## src/rtl/assert_macros.svh

```systemverilog
// ----------------------------------------------------------------------------
// Assertion macros
// Shared concurrent assertion forms, clocked on clock and disabled in reset.
// ----------------------------------------------------------------------------
`ifndef ASSERT_MACROS_SVH
`define ASSERT_MACROS_SVH

// Condition must hold at every clock edge outside reset.
`define ASSERT_ALWAYS(lbl, cond, msg) \
   lbl: assert property (@(posedge clock) disable iff (reset) (cond)) else $error(msg);

// Antecedent implies consequent in the same cycle.
`define ASSERT_IMPLY(lbl, ante, cons, msg) \
   lbl: assert property (@(posedge clock) disable iff (reset) (ante) |-> (cons)) \
      else $error(msg);

`endif

```

## src/rtl/owt_pkg.sv

```systemverilog
`timescale 1ns / 1ps
// ----------------------------------------------------------------------------
// owt_pkg
// Shared widths, codes, types and helpers of the opaque window trimmer.
// ----------------------------------------------------------------------------
package owt_pkg;

   localparam int DIM_W          = 9;
   localparam int POS_W          = 8;
   localparam int PIX_IDX_W      = 16;
   localparam int ALPHA_W        = 8;
   localparam int CSR_IDX_W      = 1;
   localparam int CSR_DATA_W     = 9;
   localparam int DEF_MAX_WIDTH  = 256;
   localparam int DEF_MAX_HEIGHT = 256;

   localparam logic [DIM_W-1:0] FRAME_RESET = 9'd256;

   localparam logic OP_WRITE = 1'b0;
   localparam logic OP_TRIM  = 1'b1;

   localparam logic [CSR_IDX_W-1:0] CSR_FRAME_WIDTH  = 1'b0;
   localparam logic [CSR_IDX_W-1:0] CSR_FRAME_HEIGHT = 1'b1;

   // Trim result handed from the sequencer to the output register
   typedef struct packed {
      logic [DIM_W-1:0] x;
      logic [DIM_W-1:0] y;
      logic [DIM_W-1:0] w;
      logic [DIM_W-1:0] h;
      logic             empty;
      logic             bad;
   } res_type;

   // Command from the sequencer to the scan address generator
   typedef struct packed {
      logic             load;
      logic             adv;
      logic             col_mode;
      logic [DIM_W-1:0] row;
      logic [DIM_W-1:0] col;
   } addr_cmd_type;

   // Zero acts as one, anything above the maximum acts as the maximum
   function automatic logic [DIM_W-1:0] clamp_dim(input logic [DIM_W-1:0] v,
                                                  input int unsigned maxv);
      logic [DIM_W-1:0] r;
      r = v;
      if (v == '0) begin
         r = DIM_W'(1);
      end else if (32'(v) > maxv) begin
         r = DIM_W'(maxv);
      end
      return r;
   endfunction

endpackage

```

## src/rtl/owt_trim_fsm.sv

```systemverilog
`timescale 1ns / 1ps
`include "assert_macros.svh"
// ----------------------------------------------------------------------------
// owt_trim_fsm
// Trim sequencer: checks the window, then pulls in top, bottom, left and
// right edges by streaming reads of each edge line from the opacity map.
// ----------------------------------------------------------------------------
module owt_trim_fsm (
   input  logic                          clock,
   input  logic                          reset,
   input  logic                          start,
   input  logic [owt_pkg::POS_W-1:0]     win_x,
   input  logic [owt_pkg::POS_W-1:0]     win_y,
   input  logic [owt_pkg::DIM_W-1:0]     win_w,
   input  logic [owt_pkg::DIM_W-1:0]     win_h,
   input  logic [owt_pkg::DIM_W-1:0]     frame_w,
   input  logic [owt_pkg::DIM_W-1:0]     frame_h,
   input  logic                          rd_data,
   input  logic                          res_take,
   output owt_pkg::addr_cmd_type         addr_cmd,
   output logic                          idle,
   output logic                          res_valid,
   output owt_pkg::res_type              res
);

   typedef enum logic [3:0] {
      S_IDLE = 4'b0001,
      S_LINE = 4'b0010,
      S_SCAN = 4'b0100,
      S_DONE = 4'b1000
   } state_type;

   typedef enum logic [3:0] {
      PH_TOP    = 4'b0001,
      PH_BOTTOM = 4'b0010,
      PH_LEFT   = 4'b0100,
      PH_RIGHT  = 4'b1000
   } phase_type;

   state_type                     state_ff, state_in;
   phase_type                     phase_ff, phase_in;
   logic [owt_pkg::DIM_W-1:0]     x_ff, x_in, y_ff, y_in;
   logic [owt_pkg::DIM_W-1:0]     w_ff, w_in, h_ff, h_in;
   logic [owt_pkg::POS_W-1:0]     x0_ff, x0_in, y0_ff, y0_in;
   logic                          empty_ff, empty_in, bad_ff, bad_in;
   logic [owt_pkg::DIM_W-1:0]     cnt_ff, cnt_in;
   logic                          pend_ff, pend_in;
   logic                          hit, miss, win_bad;
   logic [owt_pkg::DIM_W:0]       x_end, y_end;
   logic [owt_pkg::DIM_W-1:0]     last_row, last_col;

   assign x_end    = (owt_pkg::DIM_W+1)'(win_x) + (owt_pkg::DIM_W+1)'(win_w);
   assign y_end    = (owt_pkg::DIM_W+1)'(win_y) + (owt_pkg::DIM_W+1)'(win_h);
   assign win_bad  = (x_end > (owt_pkg::DIM_W+1)'(frame_w)) ||
                     (y_end > (owt_pkg::DIM_W+1)'(frame_h));
   assign last_row = y_ff + h_ff - owt_pkg::DIM_W'(1);
   assign last_col = x_ff + w_ff - owt_pkg::DIM_W'(1);

   // Data from the read issued last cycle
   assign hit  = pend_ff && rd_data;
   assign miss = pend_ff && !rd_data && (cnt_ff == '0);

   always_comb begin
      state_in = state_ff;
      phase_in = phase_ff;
      x_in     = x_ff;
      y_in     = y_ff;
      w_in     = w_ff;
      h_in     = h_ff;
      x0_in    = x0_ff;
      y0_in    = y0_ff;
      empty_in = empty_ff;
      bad_in   = bad_ff;
      cnt_in   = cnt_ff;
      pend_in  = 1'b0;
      addr_cmd = '0;
      case (state_ff)
         S_IDLE: begin
            if (start) begin
               x_in     = owt_pkg::DIM_W'(win_x);
               y_in     = owt_pkg::DIM_W'(win_y);
               w_in     = win_w;
               h_in     = win_h;
               x0_in    = win_x;
               y0_in    = win_y;
               bad_in   = 1'b0;
               empty_in = 1'b0;
               phase_in = PH_TOP;
               if (win_bad) begin
                  bad_in   = 1'b1;
                  state_in = S_DONE;
               end else if (win_w == '0 || win_h == '0) begin
                  w_in     = '0;
                  h_in     = '0;
                  empty_in = 1'b1;
                  state_in = S_DONE;
               end else begin
                  state_in = S_LINE;
               end
            end
         end
         S_LINE: begin
            case (phase_ff)
               PH_TOP: begin
                  addr_cmd.load = 1'b1;
                  addr_cmd.row  = y_ff;
                  addr_cmd.col  = x_ff;
                  cnt_in        = w_ff;
                  state_in      = S_SCAN;
               end
               PH_BOTTOM: begin
                  if (h_ff > owt_pkg::DIM_W'(1)) begin
                     addr_cmd.load = 1'b1;
                     addr_cmd.row  = last_row;
                     addr_cmd.col  = x_ff;
                     cnt_in        = w_ff;
                     state_in      = S_SCAN;
                  end else begin
                     phase_in = PH_LEFT;
                  end
               end
               PH_LEFT: begin
                  if (w_ff > owt_pkg::DIM_W'(1)) begin
                     addr_cmd.load     = 1'b1;
                     addr_cmd.col_mode = 1'b1;
                     addr_cmd.row      = y_ff;
                     addr_cmd.col      = x_ff;
                     cnt_in            = h_ff;
                     state_in          = S_SCAN;
                  end else begin
                     phase_in = PH_RIGHT;
                  end
               end
               PH_RIGHT: begin
                  if (w_ff > owt_pkg::DIM_W'(1)) begin
                     addr_cmd.load     = 1'b1;
                     addr_cmd.col_mode = 1'b1;
                     addr_cmd.row      = y_ff;
                     addr_cmd.col      = last_col;
                     cnt_in            = h_ff;
                     state_in          = S_SCAN;
                  end else begin
                     state_in = S_DONE;
                  end
               end
               default: state_in = S_DONE;
            endcase
         end
         S_SCAN: begin
            // Stream one read a cycle until the line is used up
            if (cnt_ff != '0) begin
               addr_cmd.adv = 1'b1;
               cnt_in       = cnt_ff - owt_pkg::DIM_W'(1);
               pend_in      = 1'b1;
            end
            if (hit) begin
               // Edge holds an opaque pixel: drop the read in flight
               pend_in  = 1'b0;
               state_in = S_LINE;
               case (phase_ff)
                  PH_TOP:    phase_in = PH_BOTTOM;
                  PH_BOTTOM: phase_in = PH_LEFT;
                  PH_LEFT:   phase_in = PH_RIGHT;
                  default:   state_in = S_DONE;
               endcase
            end else if (miss) begin
               state_in = S_LINE;
               case (phase_ff)
                  PH_TOP: begin
                     if (h_ff == owt_pkg::DIM_W'(1)) begin
                        x_in     = owt_pkg::DIM_W'(x0_ff);
                        y_in     = owt_pkg::DIM_W'(y0_ff);
                        w_in     = '0;
                        h_in     = '0;
                        empty_in = 1'b1;
                        state_in = S_DONE;
                     end else begin
                        y_in = y_ff + owt_pkg::DIM_W'(1);
                        h_in = h_ff - owt_pkg::DIM_W'(1);
                     end
                  end
                  PH_BOTTOM: h_in = h_ff - owt_pkg::DIM_W'(1);
                  PH_LEFT: begin
                     x_in = x_ff + owt_pkg::DIM_W'(1);
                     w_in = w_ff - owt_pkg::DIM_W'(1);
                  end
                  default: w_in = w_ff - owt_pkg::DIM_W'(1);
               endcase
            end
         end
         S_DONE: begin
            if (res_take) begin
               state_in = S_IDLE;
            end
         end
         default: state_in = S_IDLE;
      endcase
   end

   always_ff @(posedge clock) begin
      if (reset) begin
         state_ff <= S_IDLE;
         phase_ff <= PH_TOP;
         pend_ff  <= 1'b0;
      end else begin
         state_ff <= state_in;
         phase_ff <= phase_in;
         pend_ff  <= pend_in;
      end
   end

   always_ff @(posedge clock) begin
      x_ff     <= x_in;
      y_ff     <= y_in;
      w_ff     <= w_in;
      h_ff     <= h_in;
      x0_ff    <= x0_in;
      y0_ff    <= y0_in;
      empty_ff <= empty_in;
      bad_ff   <= bad_in;
      cnt_ff   <= cnt_in;
   end

   assign idle      = (state_ff == S_IDLE);
   assign res_valid = (state_ff == S_DONE);
   assign res.x     = x_ff;
   assign res.y     = y_ff;
   assign res.w     = w_ff;
   assign res.h     = h_ff;
   assign res.empty = empty_ff;
   assign res.bad   = bad_ff;

   `ASSERT_IMPLY(a_pend_in_scan, pend_ff, state_ff == S_SCAN, "read pending outside scan")
   `ASSERT_IMPLY(a_scan_progress, (state_ff == S_SCAN) && (cnt_ff == '0), pend_ff,
                 "scan stalled with no read in flight")
   `ASSERT_IMPLY(a_res_flags, res_valid, !(res.empty && res.bad),
                 "result flagged both empty and bad")

endmodule

```

## config.mk

```make
export PLATFORM = sky130hd
export DESIGN_NAME = owt_trim_fsm
export DESIGN_NICKNAME = d
export VERILOG_FILES = /design/src/rtl/owt_pkg.sv /design/src/rtl/owt_trim_fsm.sv
export VERILOG_INCLUDE_DIRS = /design/src /design/src/rtl
export SDC_FILE = /design/constraint.sdc
export NUM_CORES = 1
export LEC_CHECK = 0
export BUFFER_PORTS_ARGS = -buffer_cell sky130_fd_sc_hd__buf_4
export CORE_MARGIN = 5
export CORE_UTILIZATION = 35
export CTS_BUF_LIST = sky130_fd_sc_hd__clkbuf_4
export CTS_CLUSTER_DIAMETER = 200
export DETAILED_ROUTE_END_ITERATION = 6
export GPL_TIMING_DRIVEN = 0
export SLEW_MARGIN = 30
export SYNTH_ARGS = -nofsm -noshare
export SYNTH_HDL_FRONTEND = slang
export SYNTH_SLANG_ARGS = --single-unit
```

## constraint.sdc

```tcl
create_clock -name clock -period 4.45 [get_ports clock]
set_input_delay 1.1125 -clock clock [delete_from_list [all_inputs] [get_ports clock]]
set_output_delay 1.1125 -clock clock [all_outputs]
set_load 0.01 [all_outputs]
```

======== Word-level counts from Yosys, hierarchy flattened ========
Index checks and enable logic that the tools add are counted.
operators by class
  $add $sub $neg .......................... 11
  $lt $le $gt $ge ......................... 4
  equality and inequality tests ........... 30
  mux-type cells .......................... 75
  bitwise operators ....................... 1
  reductions and logical operators ........ 25
operators with widths
  operator                                                       number
  two-way mux 9 bit                                              24
  one-hot mux 9 bit (2 select lines)                             8
  one-hot mux 18 bit (4 select lines)                            1
  two-way mux 4 bit                                              16
  two-way mux 19 bit                                             3
  subtractor 9 x 1 -> 9 bit, second input constant               5
  one-hot mux 4 bit (4 select lines)                             2
  zero test 9 bit                                                3
  one-hot mux 9 bit (3 select lines)                             1
  inequality test 3 bit, second input constant                   8
  one-hot mux 4 bit (3 select lines)                             2
  adder 8 x 9 -> 10 bit                                          2
  greater-than comparator 10 x 9 -> 1 bit                        2
  AND reduction 5 bit                                            4
  adder 9 x 1 -> 9 bit, second input constant                    2
  adder 9 bit                                                    2
  greater-than comparator 9 x 1 -> 1 bit, second input constant  2
  two-way mux 18 bit                                             1
  inequality test 2 bit, second input constant                   9
  AND reduction 6 bit                                            3
  two-way mux 1 bit                                              13
  == test 9 x 1 -> 1 bit, second input constant                  1
  nonzero test 9 bit                                             1
  == test 4 x 1 -> 1 bit, second input constant                  2
  other kinds (19)                                               29
word-level totals
  register bits after elaboration ......... 72
  bits of input ports ..................... 57
  output and inout bits ................... 61
  logic and storage cells ................. 158

======== Logic depth before layout (Yosys ltp) ========
  word-level depth ........................ 6
  depth in mapped cells ................... 17
  mapped depth without buffers ............ 16

======== Least setup slack after synthesis ========
Ideal clock, no wire load.
  path kind ............................... input to register
  from .................................... in win_x[0] (netlist bit)
  to ...................................... reg h_ff[7] (netlist bit) (data pin)
  library setup time ...................... 0.271 ns
  data arrival time ....................... 4.233 ns
  data required time ...................... 4.179 ns
  setup slack ............................. -0.054 ns
  stages on the path ...................... 17
  buffers on the path ..................... 1
  cells stage by stage .................... ha_1 fa_1 a21o_1 a21oi_1 nor2b_1 o21a_1 o41ai_1 xnor2_1 ha_1 or2_2 o31a_1 nor3_1 o22ai_1 nor2_1 a21oi_2 buf_2 o2bb2ai_1
between the ends
  longest elaborated chain between the ends .. 6
ends and longest elaborated chain
  item                                     RTL line             text
  start: declaration                       owt_trim_fsm.sv:12   input logic [owt_pkg::POS_W-1:0] win_x,
  adder 8 x 9 -> 10 bit                    owt_trim_fsm.sv:52   assign x_end = (owt_pkg::DIM_W+1)'(win_x) + (owt_pkg::DIM_W+1)'(win_w);
  greater-than comparator 10 x 9 -> 1 bit  owt_trim_fsm.sv:54   assign win_bad = (x_end > (owt_pkg::DIM_W+1)'(frame_w)) ||
  logical OR 1 bit                         owt_trim_fsm.sv:54
  two-way mux 9 bit                        owt_trim_fsm.sv:89   if (win_bad) begin
  two-way mux 9 bit                        owt_trim_fsm.sv:79   if (start) begin
  one-hot mux 9 bit (2 select lines)       owt_trim_fsm.sv:77   case (state_ff)
  via h_in, one bit                        owt_trim_fsm.sv:43   logic [owt_pkg::DIM_W-1:0] w_ff, w_in, h_ff, h_in;
  end signal: assignment                   owt_trim_fsm.sv:216  h_ff <= h_in;
  end: declaration                         owt_trim_fsm.sv:43
The timed path passes the listed nets, and every way through them passes these cells. The select of a mux whose other input is x is not followed.
A chain may end at the register's enable or synchronous reset.

==> impl_metrics.ini <==
[route]
via_count = 5888
dr_wl_met3_um = 990
antenna_left = 0
drtIter0Drc = 398
wl_met2_mm = 9.111
first_pass_iters = 7
avgRoutedWirePerCell_um = 17.22
totalWireLength_mm = 19.40
vias_per_cell = 5.224
routedLengthMet1_mm = 8.945
drc = 0
top_layer = met4

[finish]
final_cell_mix = buf_4 (137), inv_1 (91), ha_1 (71)
layout_commonest_cell = buf_4
drive_gt1_share_pct = 20.51
syn2layout_area_growth_pct = 23.83
nets = 1025

[sta]
worst_pin_slew_ps = 952.4
finalSetupViolations = 0
fmax_ghz = 0.2339
period_minus_slack_ps = 4275
finalWorstSetupSlack_ps = 175.2
slew_headroom_pct = 36.37
rsz0062_at_grt = no
clock_skew_ps = 21.70
hold_viol = 0
slew_violations = 0
finalCritPeriodShare_pct = 96.06

[worst_setup_path]
cp.required_ps = 3340
arrival_ps = 3160
reg2reg_from = cnt_ff[0]$_DFFE_PP_
path_class = flip-flop to output port
worst_setup_path_end_kind = output port
critical_path.max_fanout = 6
cp-start-kind = flip-flop
crit_start = w_ff[2]$_DFFE_PP_

[yosys]
postSynthAreaPerCell_um2 = 8.611
synthDistinctLibCells = 63
async_reset_ff_share_pct = 0
ys_ff_latch = 72
yosysSeqAreaShare_pct = 32.21
synth_fp_nets = 879
yosysTopAreaCell = edfxtp_1
synth_area_leaders = edfxtp_1 (29%), ha_1 (14%), xnor2_1 (6.4%), inv_1 (5.3%), o21ai_0 (4.0%)
synth_warnings = 0
yosys_most_used_dff = edfxtp_1
synth.top_cell.area_share_pct = 29.41
postSynthCellCount = 747
synthesis.area_mm2 = 0.006432
synth_edf_count = 63

[power_and_ir_drop]
power_density_mw_per_mm2 = 350.3
p_leak_nw = 3.518
peakVddDrop_mv = 0.1338
power.total_w = 0.002790

[clock_tree]
cts_htree_levels = 3
root_buffer = clkbuf_4
clk_pin_slew_worst_paths_ps = 140
clock-sinks = 72
cts_tree = done
clockBufferDepth = 2
clock_latency_ps = 440
cts_made_buffers = 9

[die]
dieArea_mm2 = 0.02119
die_h_um = 145.6
ios = 118
num_rows = 49
start_util_pct = 35.69
coreArea_mm2 = 0.01802
die_x_um = 145.6

[place]
dp_worst_setup_slack_ps = -544.6
port_buffers = 116
gp_congestion = 0.8818
dpl.hpwl_mm = 15.51

[global_routing]
grt_pass1_vias = 5811
overflow = 0
grt_usage_pct = 17.83
antenna_found_initial = 1
grt_pass1_wl_mm = 30.93
grt_max_degree = 20

[worst_hold_path]
hold_class = flip-flop to flip-flop
min_from = x0_ff[6]$_DFFE_PP_

[outcome]
outcome = completed

[run]
maxCapViolCount = 0
[metrics by stage]
step / hold slack (ps) / cell area (um^2) / cells / TNS, ps / util, %
2_1_floorplan: 570.1 / 6440 / 747 / 0 / -
3_3_place_gp: 584.8 / 7597 / 1092 / -8830 / 42.15
3_5_place_dp: 591.2 / 7617 / 1093 / -8534 / 42.26
4_1_cts: 627.5 / 7764 / 1107 / 0 / 43.07
5_1_grt: 650.5 / 7965 / 1127 / 0 / 44.19
6_report: 622.3 / 7965 / 1127 / 0 / 44.19
[cells in the mapped netlist (all sizes together), types with 8 or more instances]
cell      n
inv      91
nor3     21
xor2     11
o2bb2ai  20
o21ai    55
xnor2    47
a22oi    13
nor4b     8
a211oi   10
nor4      8
nand3    22
nand2    68
ha       71
dfxtp     9
clkbuf   14
nor2     70
buf       9
a21o      8
nand2b    9
a21oi    41
edfxtp   63
[routing by layer]
layer / vias up / track usage (%)
met3: 24 / 1.900
met4: 0 / 6.063
li1: 2956 / -
met2: 171 / 28.71
met1: 2737 / 24.99
met5: - / 0
[path summary, 6_finish.rpt]
check / endpoint / slack [ps] / cells past startpoint
setup reg to reg: h_ff[7]$_DFFE_PP_ / 1130 / 8
hold / removal: x_ff[6]$_DFFE_PP_ / 620 / 2
setup / recovery: addr_cmd[8] / 180 / 12
hold reg to reg: x_ff[6]$_DFFE_PP_ / 620 / 2
[cells by family (layout without fill, tap and decap cells)]
logic type,count (synthesis),in the layout,share of synthesized area [%]
mux,4,4,0.6225
other cells,0,1,0
buf+inv,114,264,6.886
xor+xnor,58,58,7.897
flops,72,72,32.21
compound gates,182,182,18.32
fa+ha+maj,75,75,15.06
simple gates,242,242,19.00
[repair_timing]
| item | CTS | global route |
|---|---|---|
| buffers inserted | 0 | 19 |
| pin swaps | 0 | 2 |
| endpoints found under the setup margin | 11 | 23 |
| hold buffers | 0 | 0 |
| gates resized for setup | 3 | 7 |
[critical path, cell delays in order, from the launching register on]
cell and delay [ps]:
edfxtp_1 510, inv_1 80, ha_1 330, inv_1 50, ha_1 300, a21oi_2 180, o2111ai_2 160, a21o_1 200
a21oi_1 170, xnor2_1 100, or3_1 340, a31oi_1 150, buf_4 150
[layout make-up]
| class | instances | area (um^2) |
|---|---|---|
| multi-input cells | 561 | 3998 |
| fillers | 1835 | 10060 |
| diodes | 1 | 2.502 |
| well taps | 229 | 286.5 |
| clock inverters | 6 | 67.56 |
| plain buffers | 22 | 96.34 |
| repair buffers | 136 | 1033 |
| clock buffers | 9 | 67.56 |
| flip-flops and latches | 72 | 2072 |
| inverters | 91 | 341.6 |
[state kept, by name (all words and copies together), names as in the netlist, 4 cells and up]
register	cells
y_ff	9
cnt_ff	9
x_ff	9
phase_ff	4
state_ff	4
y0_ff	8
w_ff	9
h_ff	9
x0_ff	8
[report_power, final]
part           internal, W  leakage (nW)  switching (W)
Combinational     0.000610          2.78       0.000745
Clock             0.000171        0.0688       0.000269
Sequential        0.000868         0.674       0.000127
Total              0.00165          3.52        0.00114
No activity file was read; power rests on OpenSTA's default activity.
