$ cat config.mk
export PLATFORM = sky130hd
export DESIGN_NAME = owt_addr_gen
export DESIGN_NICKNAME = d
export VERILOG_FILES = /design/src/rtl/assert_macros.svh /design/src/rtl/owt_pkg.sv /design/src/rtl/owt_addr_gen.sv
export SDC_FILE = /design/constraint.sdc
export NUM_CORES = 1
export LEC_CHECK = 0
export ABC_CLOCK_PERIOD_IN_PS = 7200
export BUFFER_PORTS_ARGS = -buffer_cell sky130_fd_sc_hd__buf_2
export CORE_ASPECT_RATIO = 0.8
export CORE_MARGIN = 2
export CORE_UTILIZATION = 43
export CTS_CLUSTER_DIAMETER = 30
export DETAILED_ROUTE_END_ITERATION = 8
export GPL_ROUTABILITY_DRIVEN = 0
export SYNTH_ARGS = -nofsm -noshare
export SYNTH_HDL_FRONTEND = slang
export SYNTH_SLANG_ARGS = --single-unit
$ cat constraint.sdc
create_clock -name clock -period 7.2 [get_ports clock]
set_input_delay 0.36 -clock clock [delete_from_list [all_inputs] [get_ports clock]]
set_output_delay 0.36 -clock clock [all_outputs]
set_load 0.02 [all_outputs]
$ cat src/rtl/assert_macros.svh
// ----------------------------------------------------------------------------
// Assertion macros
// Shared concurrent assertion forms, clocked on clock and disabled in reset.
// ----------------------------------------------------------------------------
`ifndef ASSERT_MACROS_SVH
`define ASSERT_MACROS_SVH

// Condition must hold at every clock edge outside reset.
`define ASSERT_ALWAYS(lbl, cond, msg) \
   lbl: assert property (@(posedge clock) disable iff (reset) (cond)) else $error(msg);

// Antecedent implies consequent in the same cycle.
`define ASSERT_IMPLY(lbl, ante, cons, msg) \
   lbl: assert property (@(posedge clock) disable iff (reset) (ante) |-> (cons)) \
      else $error(msg);

`endif

$ cat src/rtl/owt_pkg.sv
`timescale 1ns / 1ps
// ----------------------------------------------------------------------------
// owt_pkg
// Shared widths, codes, types and helpers of the opaque window trimmer.
// ----------------------------------------------------------------------------
package owt_pkg;

   localparam int DIM_W          = 9;
   localparam int POS_W          = 8;
   localparam int PIX_IDX_W      = 16;
   localparam int ALPHA_W        = 8;
   localparam int CSR_IDX_W      = 1;
   localparam int CSR_DATA_W     = 9;
   localparam int DEF_MAX_WIDTH  = 256;
   localparam int DEF_MAX_HEIGHT = 256;

   localparam logic [DIM_W-1:0] FRAME_RESET = 9'd256;

   localparam logic OP_WRITE = 1'b0;
   localparam logic OP_TRIM  = 1'b1;

   localparam logic [CSR_IDX_W-1:0] CSR_FRAME_WIDTH  = 1'b0;
   localparam logic [CSR_IDX_W-1:0] CSR_FRAME_HEIGHT = 1'b1;

   // Trim result handed from the sequencer to the output register
   typedef struct packed {
      logic [DIM_W-1:0] x;
      logic [DIM_W-1:0] y;
      logic [DIM_W-1:0] w;
      logic [DIM_W-1:0] h;
      logic             empty;
      logic             bad;
   } res_type;

   // Command from the sequencer to the scan address generator
   typedef struct packed {
      logic             load;
      logic             adv;
      logic             col_mode;
      logic [DIM_W-1:0] row;
      logic [DIM_W-1:0] col;
   } addr_cmd_type;

   // Zero acts as one, anything above the maximum acts as the maximum
   function automatic logic [DIM_W-1:0] clamp_dim(input logic [DIM_W-1:0] v,
                                                  input int unsigned maxv);
      logic [DIM_W-1:0] r;
      r = v;
      if (v == '0) begin
         r = DIM_W'(1);
      end else if (32'(v) > maxv) begin
         r = DIM_W'(maxv);
      end
      return r;
   endfunction

endpackage

$ cat src/rtl/owt_addr_gen.sv
`timescale 1ns / 1ps
// ----------------------------------------------------------------------------
// owt_addr_gen
// Scan address generator: row * frame width + column on load, then steps
// by one along a row or by the frame width down a column.
// ----------------------------------------------------------------------------
module owt_addr_gen #(
   parameter int AW = 16
) (
   input  logic                              clock,
   input  owt_pkg::addr_cmd_type             cmd,
   input  logic [owt_pkg::DIM_W-1:0]         frame_w,
   output logic [AW-1:0]                     addr
);

   logic [2*owt_pkg::DIM_W-1:0] prod;
   logic [AW-1:0]               base;
   logic [AW-1:0]               step;
   logic [AW-1:0]               addr_ff;
   logic [AW-1:0]               addr_in;
   logic                        col_mode_ff;
   logic                        col_mode_in;

   assign prod = cmd.row * frame_w;
   assign base = AW'({1'b0, prod} + (2*owt_pkg::DIM_W+1)'(cmd.col));
   assign step = col_mode_ff ? AW'(frame_w) : AW'(1);

   always_comb begin
      addr_in     = addr_ff;
      col_mode_in = col_mode_ff;
      if (cmd.load) begin
         addr_in     = base;
         col_mode_in = cmd.col_mode;
      end else if (cmd.adv) begin
         addr_in = addr_ff + step;
      end
   end

   always_ff @(posedge clock) begin
      addr_ff     <= addr_in;
      col_mode_ff <= col_mode_in;
   end

   assign addr = addr_ff;

endmodule

# --- Word-level counts from Yosys, hierarchy flattened ---
# Cells that the tools add are included.
word_totals:
  reg_bits: 17
  in_bits: 31
  out_inout_bits: 16
  elab_cells: 9
classes:
  n_addsub: 2
  mul: 1
  mux: 3
  n_reduce_logical: 1
op_table:
  columns: ["operator", "count"]
  rows:
  - ["$add A16 B9 Y16", 2]
  - ["$mux W16", 2]
  - ["$mul A9 B9 Y16", 1]
  - ["$mux W9", 1]
  - ["$reduce_bool A2 Y1", 1]

# --- Logic depth before layout (Yosys ltp) ---
# Gate-level depths: netlist (run 1).
logic_depth:
  depth_word: 4
  depth_mapped: 19
  ltp_nobuf: 18

# --- Worst setup path after synthesis (run 1) ---
# No wires, ideal clock.
synth_path:
  path_kind: "input-to-reg"
  startpoint: "input port frame_w[0] (netlist name)"
  endpoint: "register addr_ff[12], in the netlist addr[12] (data pin)"
  setup_ns: 0.256
  arrival_ns: 4.988
  required_ns: 6.944
  setup_slack_ns: 1.956
  stages: 17
  path_buffers: 1
  cell_sequence: "clkbuf_1 nand2_1 fa_1 inv_1 fa_1 inv_1 fa_1 inv_1 fa_1 inv_1 fa_1 inv_1 ha_1 or4_4 a31o_1 or4b_1 and4_1"
synth_between:
  elab_chain_len: 4
  word_cells_on_any_way: 6
  classes_between: "add/sub (2); mul (1); mux (3)"
synth_rtl:
  columns: ["item", "line_no", "rtl"]
  rows:
  - ["from (decl)", "owt_addr_gen.sv:12", "input logic [owt_pkg::DIM_W-1:0] frame_w,"]
  - ["branches (longest 3 deep; another with $mul A9 B9 Y16)", null, null]
  - ["$mux W16 (*)", "owt_addr_gen.sv:31", "if (cmd.load) begin"]
  - ["named net addr_in[12]", "owt_addr_gen.sv:20", "logic [AW-1:0] addr_in;"]
  - ["to (signal assigned)", "owt_addr_gen.sv:40", "addr_ff <= addr_in;"]
  - ["to (decl)", "owt_addr_gen.sv:19", "logic [AW-1:0] addr_ff;"]
# Mark *: on every way through the listed nets, which the timed path passes. The select of a mux whose other input is x is not followed.
# A chain may end at the register's enable or synchronous reset.

# --- Final worst setup path (run 1) ---
# Ends and elaborated chain as after synthesis.

==> flow_results.org, run 1 <==
** Synthesis
- Flip-flop and latch count after synthesis :: 17
- Number of different library cells in the post-synthesis netlist :: 45
- Dominant register cell in the synthesized netlist :: edfxtp_1
- Synth async-reset ratio :: 0
- EDFF count, synth :: 17
- Post-Syn Area :: 0.004026 mm2
- The number of nets handed over by synthesis was 581.
- Warnings, synthesis :: 0
- Gate Count Post-Synth :: 442
- Average instance area after synthesis :: 9.109 um2
- Sequential element share of the synthesized area :: 0.1268

** Final layout
- The library cells used most frequently in the layout, excluding fill and tap cells, are inv_1 (65), and2_1 (59), fa_1 (55).
- For this run, the post-layout net count is 625.
- Most common library cell in the layout ignoring fill and taps :: inv_1
- In the final layout, the share of cells above drive strength 1 is 0.1113.
- Layout-stage area growth over the synthesis result :: 10.57%
- Final Core Density :: 0.4905
- The number of antenna diodes in the final layout is 0.

** Worst hold path
- The startpoint identified for the worst hold timing path is cmd[18].
- Counting instances, the worst hold path has a depth of 1.
- For hold timing, the worst endpoint is col_mode_ff.
- Hold crit path type :: in -> reg

** Critical path
- Type of destination of the critical path :: register
- Data on the critical path is required at its endpoint by 7.21 ns.
- By startpoint and endpoint, the worst setup path is classified as in -> reg.
- Nature of the critical path startpoint :: input pin
- The startpoint identified for the worst register-to-register timing path is col_mode_ff.
- Setup slack on the worst reg-to-reg path comes out at around 4.2 ns.
- Data arrival, critical path :: 5.10 ns
- The worst register-to-register path ends at addr[14].
- The number of cells on the worst reg-to-reg path is 10.
- Maximum fanout encountered on the critical timing path :: 10

** Timing
- Worst hold margin :: ~0.28 ns
- Dividing the final minimum period by the clock period gives 0.7077.
- Final total negative setup slack :: 0 ns
- In this run the tightest slew margin relative to its limit is 0.5843.
- Number of max-slew violations in the final report :: 0
- Worst Clk Skew :: 0.004584 ns
- Achievable frequency :: 0.1962 GHz
- After layout, the minimum clock period comes to slightly above 5 ns.
- Setup repair after global routing missed its margin :: false
- Transition at the pin with the smallest max-transition slack :: 0.6236 ns
- Setup violations remaining at the end of the flow were counted as 0.
- Count of final hold-check violations :: 0

** Floorplanning
- I/O pin count :: 47
- The die is 112.2 um wide.
- Initial core utilization :: 0.4436
- Row count :: 31
- Measured along the y axis, the die boundary spans between 90 and 100 um.
- The floorplan step defined a die boundary enclosing approximately 0.01 mm2.
- After floorplanning, the core was sized to cover 0.009076 mm2.

** Clock network
- TritonCTS built the clock tree.
- Buffers added to address setup during post-CTS repair amount to 0.
- The number of gates resized after CTS was 0.
- The later pin in the worst-skew pair is clocked with a latency of 0.25 ns.
- Clock tree root buffer cell :: clkbuf_16
- For this design, the sink count on the clock tree is 17.
- Clock-pin slew was measured on the worst setup and hold paths at around 0.05 ns.
- The number of clock buffers added by TritonCTS is 3.
- In this run the deepest clock path goes through 2 buffers.
- In this run the number of H-tree levels came out at 1.
- After clock tree synthesis, the flow added hold-fix buffers numbering 0.

** Power
- Design Power :: 1.610 mW
- In this run the static leakage power is 2.199 nW.
- IR drop worst, VDD :: approximately 190 uV
- For this design the ratio of total power to cell area is 361.6 mW/mm2.

** Global route
- Summed over all layers, the global routing overflow is 0.
- Pin count of the biggest net entering global routing :: 38
- Via count of the first global-routing pass :: 3196
- Gr usage total :: 0.1917
- The first global-routing pass estimated between 15000 and 20000 um of wire.
- The initial antenna violation count was 0.

** Detailed routing
- Using the TritonRoute via totals, the vias-per-cell ratio works out to 5.197.
- Antenna Violating Nets Remaining :: 0
- Dividing the detail-routed wire length by the instance count gives 14.94 um.
- Vias after detailed routing :: just over 3000
- After detailed routing, the total wire length is between 8000 and 9000 um.
- After the first detailed-routing iteration, the DRC count stood at roughly 120.
- First-pass detailed-route iteration total :: 4
- After detailed routing, the number of remaining DRC violations is 0.

** Run status
- Outcome :: complete, no violations

** Run
- Max-cap violations in this run came to 0.

** Placed design
- Once detailed placement completed, the half-perimeter wirelength came to 7645 um.
- Port bufs :: 46
## synth_stat cells, types with 4 or more instances
cell,count,share of area
edfxtp_1,17,0.13
nand2_1,47,0.044
fa_1,55,0.27
ha_1,53,0.16
xnor2_1,18,0.039
a31oi_1,5,0.0078
xor2_1,8,0.017
a21oi_1,15,0.019
clkbuf_1,6,0.0056
inv_1,65,0.061
o211ai_1,5,0.0093
nor2_1,13,0.012
nand2b_1,4,0.0062
and2_1,59,0.092
o21a_1,6,0.011
a21o_1,5,0.0093
o21ai_0,19,0.024
## registers in the layout (all words and copies together), names as in the netlist
register,flops
addr,16
col_mode_ff,1
## layer usage
layer	global-route usage	routed length, um
met1	0.2974	4513
met5	0	0
met2	0.2942	3983
met3	0.02953	432
met4	0.01524	35
## critical path, cell delays in order
cell and delay, ns:
buf_2 0.18, nand2_1 0.10, fa_1 0.54, inv_1 0.05
fa_1 0.50, inv_1 0.05, fa_1 0.53, inv_1 0.05
fa_1 0.47, inv_1 0.05, fa_1 0.47, inv_1 0.04
ha_1 0.25, or4_4 0.57, a31o_1 0.25, or4b_1 0.46
and4_1 0.18
## metrics by stage
step	instance area (um2)	setup WS, ns	std cells
2_1_floorplan	4026	1.956	442
3_3_place_gp	4373	1.902	596
3_5_place_dp	4373	1.826	596
4_1_cts	4452	2.093	600
5_1_grt	4452	1.923	600
6_report	4452	2.104	600
## area by class of cell
class	instances	area (um2)
fillers	912	4624
flip-flops and latches	17	510.5
inverters	65	244.0
multi-input cells	353	3244
repair buffers	46	230.2
well taps	115	143.9
clock buffers	4	78.83
## cell families (layout without fill, tap and decap cells)
kind of cell	after synthesis	count (layout)	synth area share
xor+xnor	26	26	0.05656
mux	4	4	0.01025
flops	17	17	0.1268
compound gates	69	69	0.1088
simple gates	146	146	0.1920
fa+ha+maj	108	108	0.4382
buf+inv	72	115	0.06743
## power breakdown
group	leakage, nW	total, mW	switching (mW)	internal [mW]
registers	0.174	0.225	0.0378	0.187
logic	1.99	1.27	0.723	0.547
clock network	0.0382	0.115	0.0398	0.0753
## worst max path at each step
| stage | startpoint | end | slack (ns) | cells past startpoint |
|---|---|---|---|---|
| 4_1_cts | frame_w[0] | addr[12] | 2.09 | 17 |
| 3_5_place_dp | frame_w[0] | addr[12] | 1.83 | 17 |
| 6_report | frame_w[0] | addr[12] | 2.10 | 17 |
| 2_1_floorplan | frame_w[0] | addr[12] | 1.96 | 17 |
| 3_3_place_gp | frame_w[0] | addr[12] | 1.90 | 17 |
| 5_1_grt | frame_w[3] | addr[11] | 1.92 | 17 |
Power figures use the tool's default switching activity.
==> run 2: changes to the inputs <==
--- a/config.mk
+++ b/config.mk
@@ -5,7 +5,7 @@
 export SDC_FILE = /design/constraint.sdc
 export NUM_CORES = 1
 export LEC_CHECK = 0
-export ABC_CLOCK_PERIOD_IN_PS = 7200
+export ABC_CLOCK_PERIOD_IN_PS = 5300
 export BUFFER_PORTS_ARGS = -buffer_cell sky130_fd_sc_hd__buf_2
 export CORE_ASPECT_RATIO = 0.8
 export CORE_MARGIN = 2
==> constraint.sdc (replaced) <==
create_clock -name clock -period 5.3 [get_ports clock]
set_input_delay 0.265 -clock clock [delete_from_list [all_inputs] [get_ports clock]]
set_output_delay 0.265 -clock clock [all_outputs]
set_load 0.02 [all_outputs]
==> run 2 against run 1 <==
Critical path depth did not move. Non-clock buffer count rose by 4. Die area did not move. Clock skew fell by 0.0017 ns. Largest power group unchanged. First-iteration DRC count rose by 20%. Core utilization rose by 0.34 points.
==> flow_results.org, run 2 (synthesis results as in run 1) <==
** Final layout
- The number of flip-flops in the largest register came to 16 (unchanged).
- Leading cell types in the layout, fill and taps excluded :: inv_1 (65), and2_1 (59), fa_1 (55)
- The number of nets in the finished design is 629 (+0.64%).
- Most common library cell in the layout ignoring fill and taps :: inv_1
- # diodes :: 0 (unchanged)
- Count of fill cells added during filler insertion :: 890 (-2.4%)
- Share of post-route cells with drive strength above 1 :: 0.1207 (+0.009314)
- From synthesis to final layout, the design area changed by 11.34%.

** Power
- Power density over the cells :: 491.1 mW/mm2 (+36%)
- Leakage power :: 2.221 nW (+1.0%)
- The total power consumption of the routed design came to 2.201 mW (+37%).
- IR drop worst, VDD :: 229.2 uV (+21%)

** Clock network
- The number of clock sinks is 17 (unchanged).
- The clock network latency to the later pin of the worst-skew pair is 0.25 ns (about the same).
- The post-cts gate resize count came to 0 (unchanged).
- The number of setup buffers added after CTS is 0 (unchanged).
- The clock tree buffer depth is 2 (unchanged).
- Hold-fix buffers, CTS :: 0 (unchanged)
- Clock tree synthesis selected as its root buffer the cell clkbuf_16.
- CTS buffer count :: 3 (unchanged)
- Clock tree from TritonCTS :: yes
- Clock slew at the register clock pins of the worst setup and hold paths :: 0.06 ns (about the same)
- H-tree lvl count :: 1 (unchanged)

** Critical path
- The setup slack on the worst flop-to-flop path was 2.25 ns (-1.96 ns).
- STA classifies the critical path endpoint as a register.
- Delay of the slowest critical-path stage :: 0.55 ns (-0.02 ns)
- Destination of the worst register-to-register timing path :: addr[14]
- Cell repeated most along the worst path :: fa_1
- Start point of the critical path :: cmd[14]
- Walking the worst path, the cells encountered are buf_2, nand2_1, fa_1, inv_1, fa_1, ha_1, fa_1, inv_1, fa_1, inv_1, ha_1, nand3_1, o22ai_1, or4_4, a31o_1, or4b_1, and4_1.
- The path depth of the worst reg2reg path was 10 (unchanged).
- The data required time of the critical path was 5.31 ns (-1.90 ns).
- Critical Path Sink :: addr[12]
- Maximum fanout encountered on the critical timing path :: 9 (-1)
- Critical path type :: in -> reg
- Worst-path cell with the longest stage delay :: fa_1
- FF-to-FF Start :: col_mode_ff
- Data arrival, critical path :: 4.93 ns (-0.17 ns)
- STA classifies the critical path startpoint as an input pin.

** Detailed routing
- The sum of routed wire length over all layers is 9296 um (+3.7%).
- The number of violations reported at the end of detailed-routing iteration 0 came to 143 (+20%).
- The number of design rule violations left after detail routing came to 0 (unchanged).
- Mean routed wirelength per cell :: 15.39 um (+3.0%)
- First-pass detailed-route iteration total :: 4 (unchanged)
- The number of vias per cell was 5.248 (+0.99%).
- Vias after detailed routing :: 3170 (+1.7%)
- The number of routed nets with antenna violations was 0 (unchanged).

** Global route
- Number of antenna violations at the first check in global routing :: 0 (unchanged)
- Via count of the first global-routing pass :: 3115 (-2.5%)
- Aggregate global routing overflow :: 0 (unchanged)
- Busiest metal layer after global routing :: met1
- Met3 Use GR :: 0.04228 (+0.01275)
- The total track usage is 0.1903 (-0.001352).
- GR met1 Demand/Resource :: 0.2959 (-0.001546)
- First-pass GRT wire length :: 15520 um (-1.5%)
- Met2 Use GR :: 0.2766 (-0.01757)
- Pin count of the biggest net entering global routing :: 38 (unchanged)

** Timing
- Number of max-slew violations in the final report :: 0 (unchanged)
- The final setup TNS came to 0 ns (unchanged).
- Clock period minus final worst setup slack :: 4.918 ns
- The tightest slew margin relative to the limit is 0.5847 (about the same).
- Achievable frequency :: approximately 0.20 GHz
- Setup repair after global routing missed its margin :: false
- Final cycle utilization of the critical path :: 0.9279
- The final setup skew was 0.002920 ns (-0.001664 ns).
- The slew at the pin closest to its max-slew limit was 0.6230 ns (-0.0005721 ns).
- Count of final hold-check violations :: 0 (unchanged)
- The number of failing setup endpoints in the final timing report is 0 (unchanged).

** Floorplanning
- The x dimension of the die was 112.2 um (unchanged).
- The area enclosed by the die boundary came to 0.01016 mm2 (unchanged).
- The core outline area came to 0.009076 mm2 (unchanged).
- Row count :: 31 (unchanged)
- The total I/O pin count is 47 (unchanged).
- The die outline height was 90.55 um (unchanged).
- Initial core utilization :: 0.4436 (unchanged)

** Placed design
- Half-perimeter wire length after detailed placement :: 7911 um (+3.5%)
- The count of buffers from port buffering came to 46 (unchanged).

** Run
- Maximum capacitance violations :: 0 (unchanged)

** Worst hold path
- Hold crit path type :: in -> reg
- The number of instances on the worst hold path is 1 (unchanged).

** Run status
- Outcome :: complete, no violations
[run 2: changes by cell type in the layout (fill, tap and decap cells not counted), sizes merged]
cell / delta
clkbuf: -1
buf: +4
clkinv: +1
[run 2: worst max-delay path, delay by kind of cell]
family,cells,cell delay [ns]
and+or+nand+nor,5,1.29
AOI/OAI and AO/OA,2,0.37
adders and majority gates,6,2.68
buffers and inverters,4,0.31
[run 2: final cells by class]
class | count | area (um2) | area share
inverters | 65 | 244.0 | 0.05442
repair buffers | 50 | 260.3 | 0.05805
multi-input cells | 353 | 3244 | 0.7237
well taps | 115 | 143.9 | 0.03210
clock buffers | 3 | 75.07 | 0.01675
clock inverters | 1 | 5.005 | 0.001116
flip-flops and latches | 17 | 510.5 | 0.1139
[run 2: layer usage]
metal	vias to the layer above	wire, um
met5	-	0
met4	0	75
met3	6	488
met2	68	4085
met1	1541	4647
li1	1555	-
[run 2: worst min path at each step]
| stage | start | endpoint |
|---|---|---|
| 2_1_floorplan | cmd[18] | col_mode_ff |
| 3_3_place_gp | cmd[18] | col_mode_ff |
| 3_5_place_dp | cmd[18] | col_mode_ff |
| 4_1_cts | cmd[18] | col_mode_ff |
| 5_1_grt | cmd[18] | col_mode_ff |
| 6_report | cmd[18] | col_mode_ff |
[run 2: metrics by stage]
| stage | cell area (um2) | utilization | hold slack [ns] | instances | setup slack [ns] |
|---|---|---|---|---|---|
| CTS | 4483 | 0.4939 | 0.1856 | 604 | 0.3803 |
| detailed placement | 4403 | 0.4851 | 0.4462 | 600 | 0.1086 |
| finish | 4483 | 0.4939 | 0.1911 | 604 | 0.3821 |
| global route | 4483 | 0.4939 | 0.1763 | 604 | 0.1303 |
| global placement | 4403 | 0.4851 | 0.4450 | 600 | 0.1808 |
| floorplan | 4026 | - | 0.3639 | 442 | 0.1512 |
[run 2: power breakdown]
group,switching [mW],internal [mW],total [mW],leakage [nW]
sequential,0.0490,0.254,0.303,0.174
clock,0.0543,0.101,0.155,0.0409
combinational,0.991,0.753,1.74,2.01
total,1.09,1.11,2.20,2.22
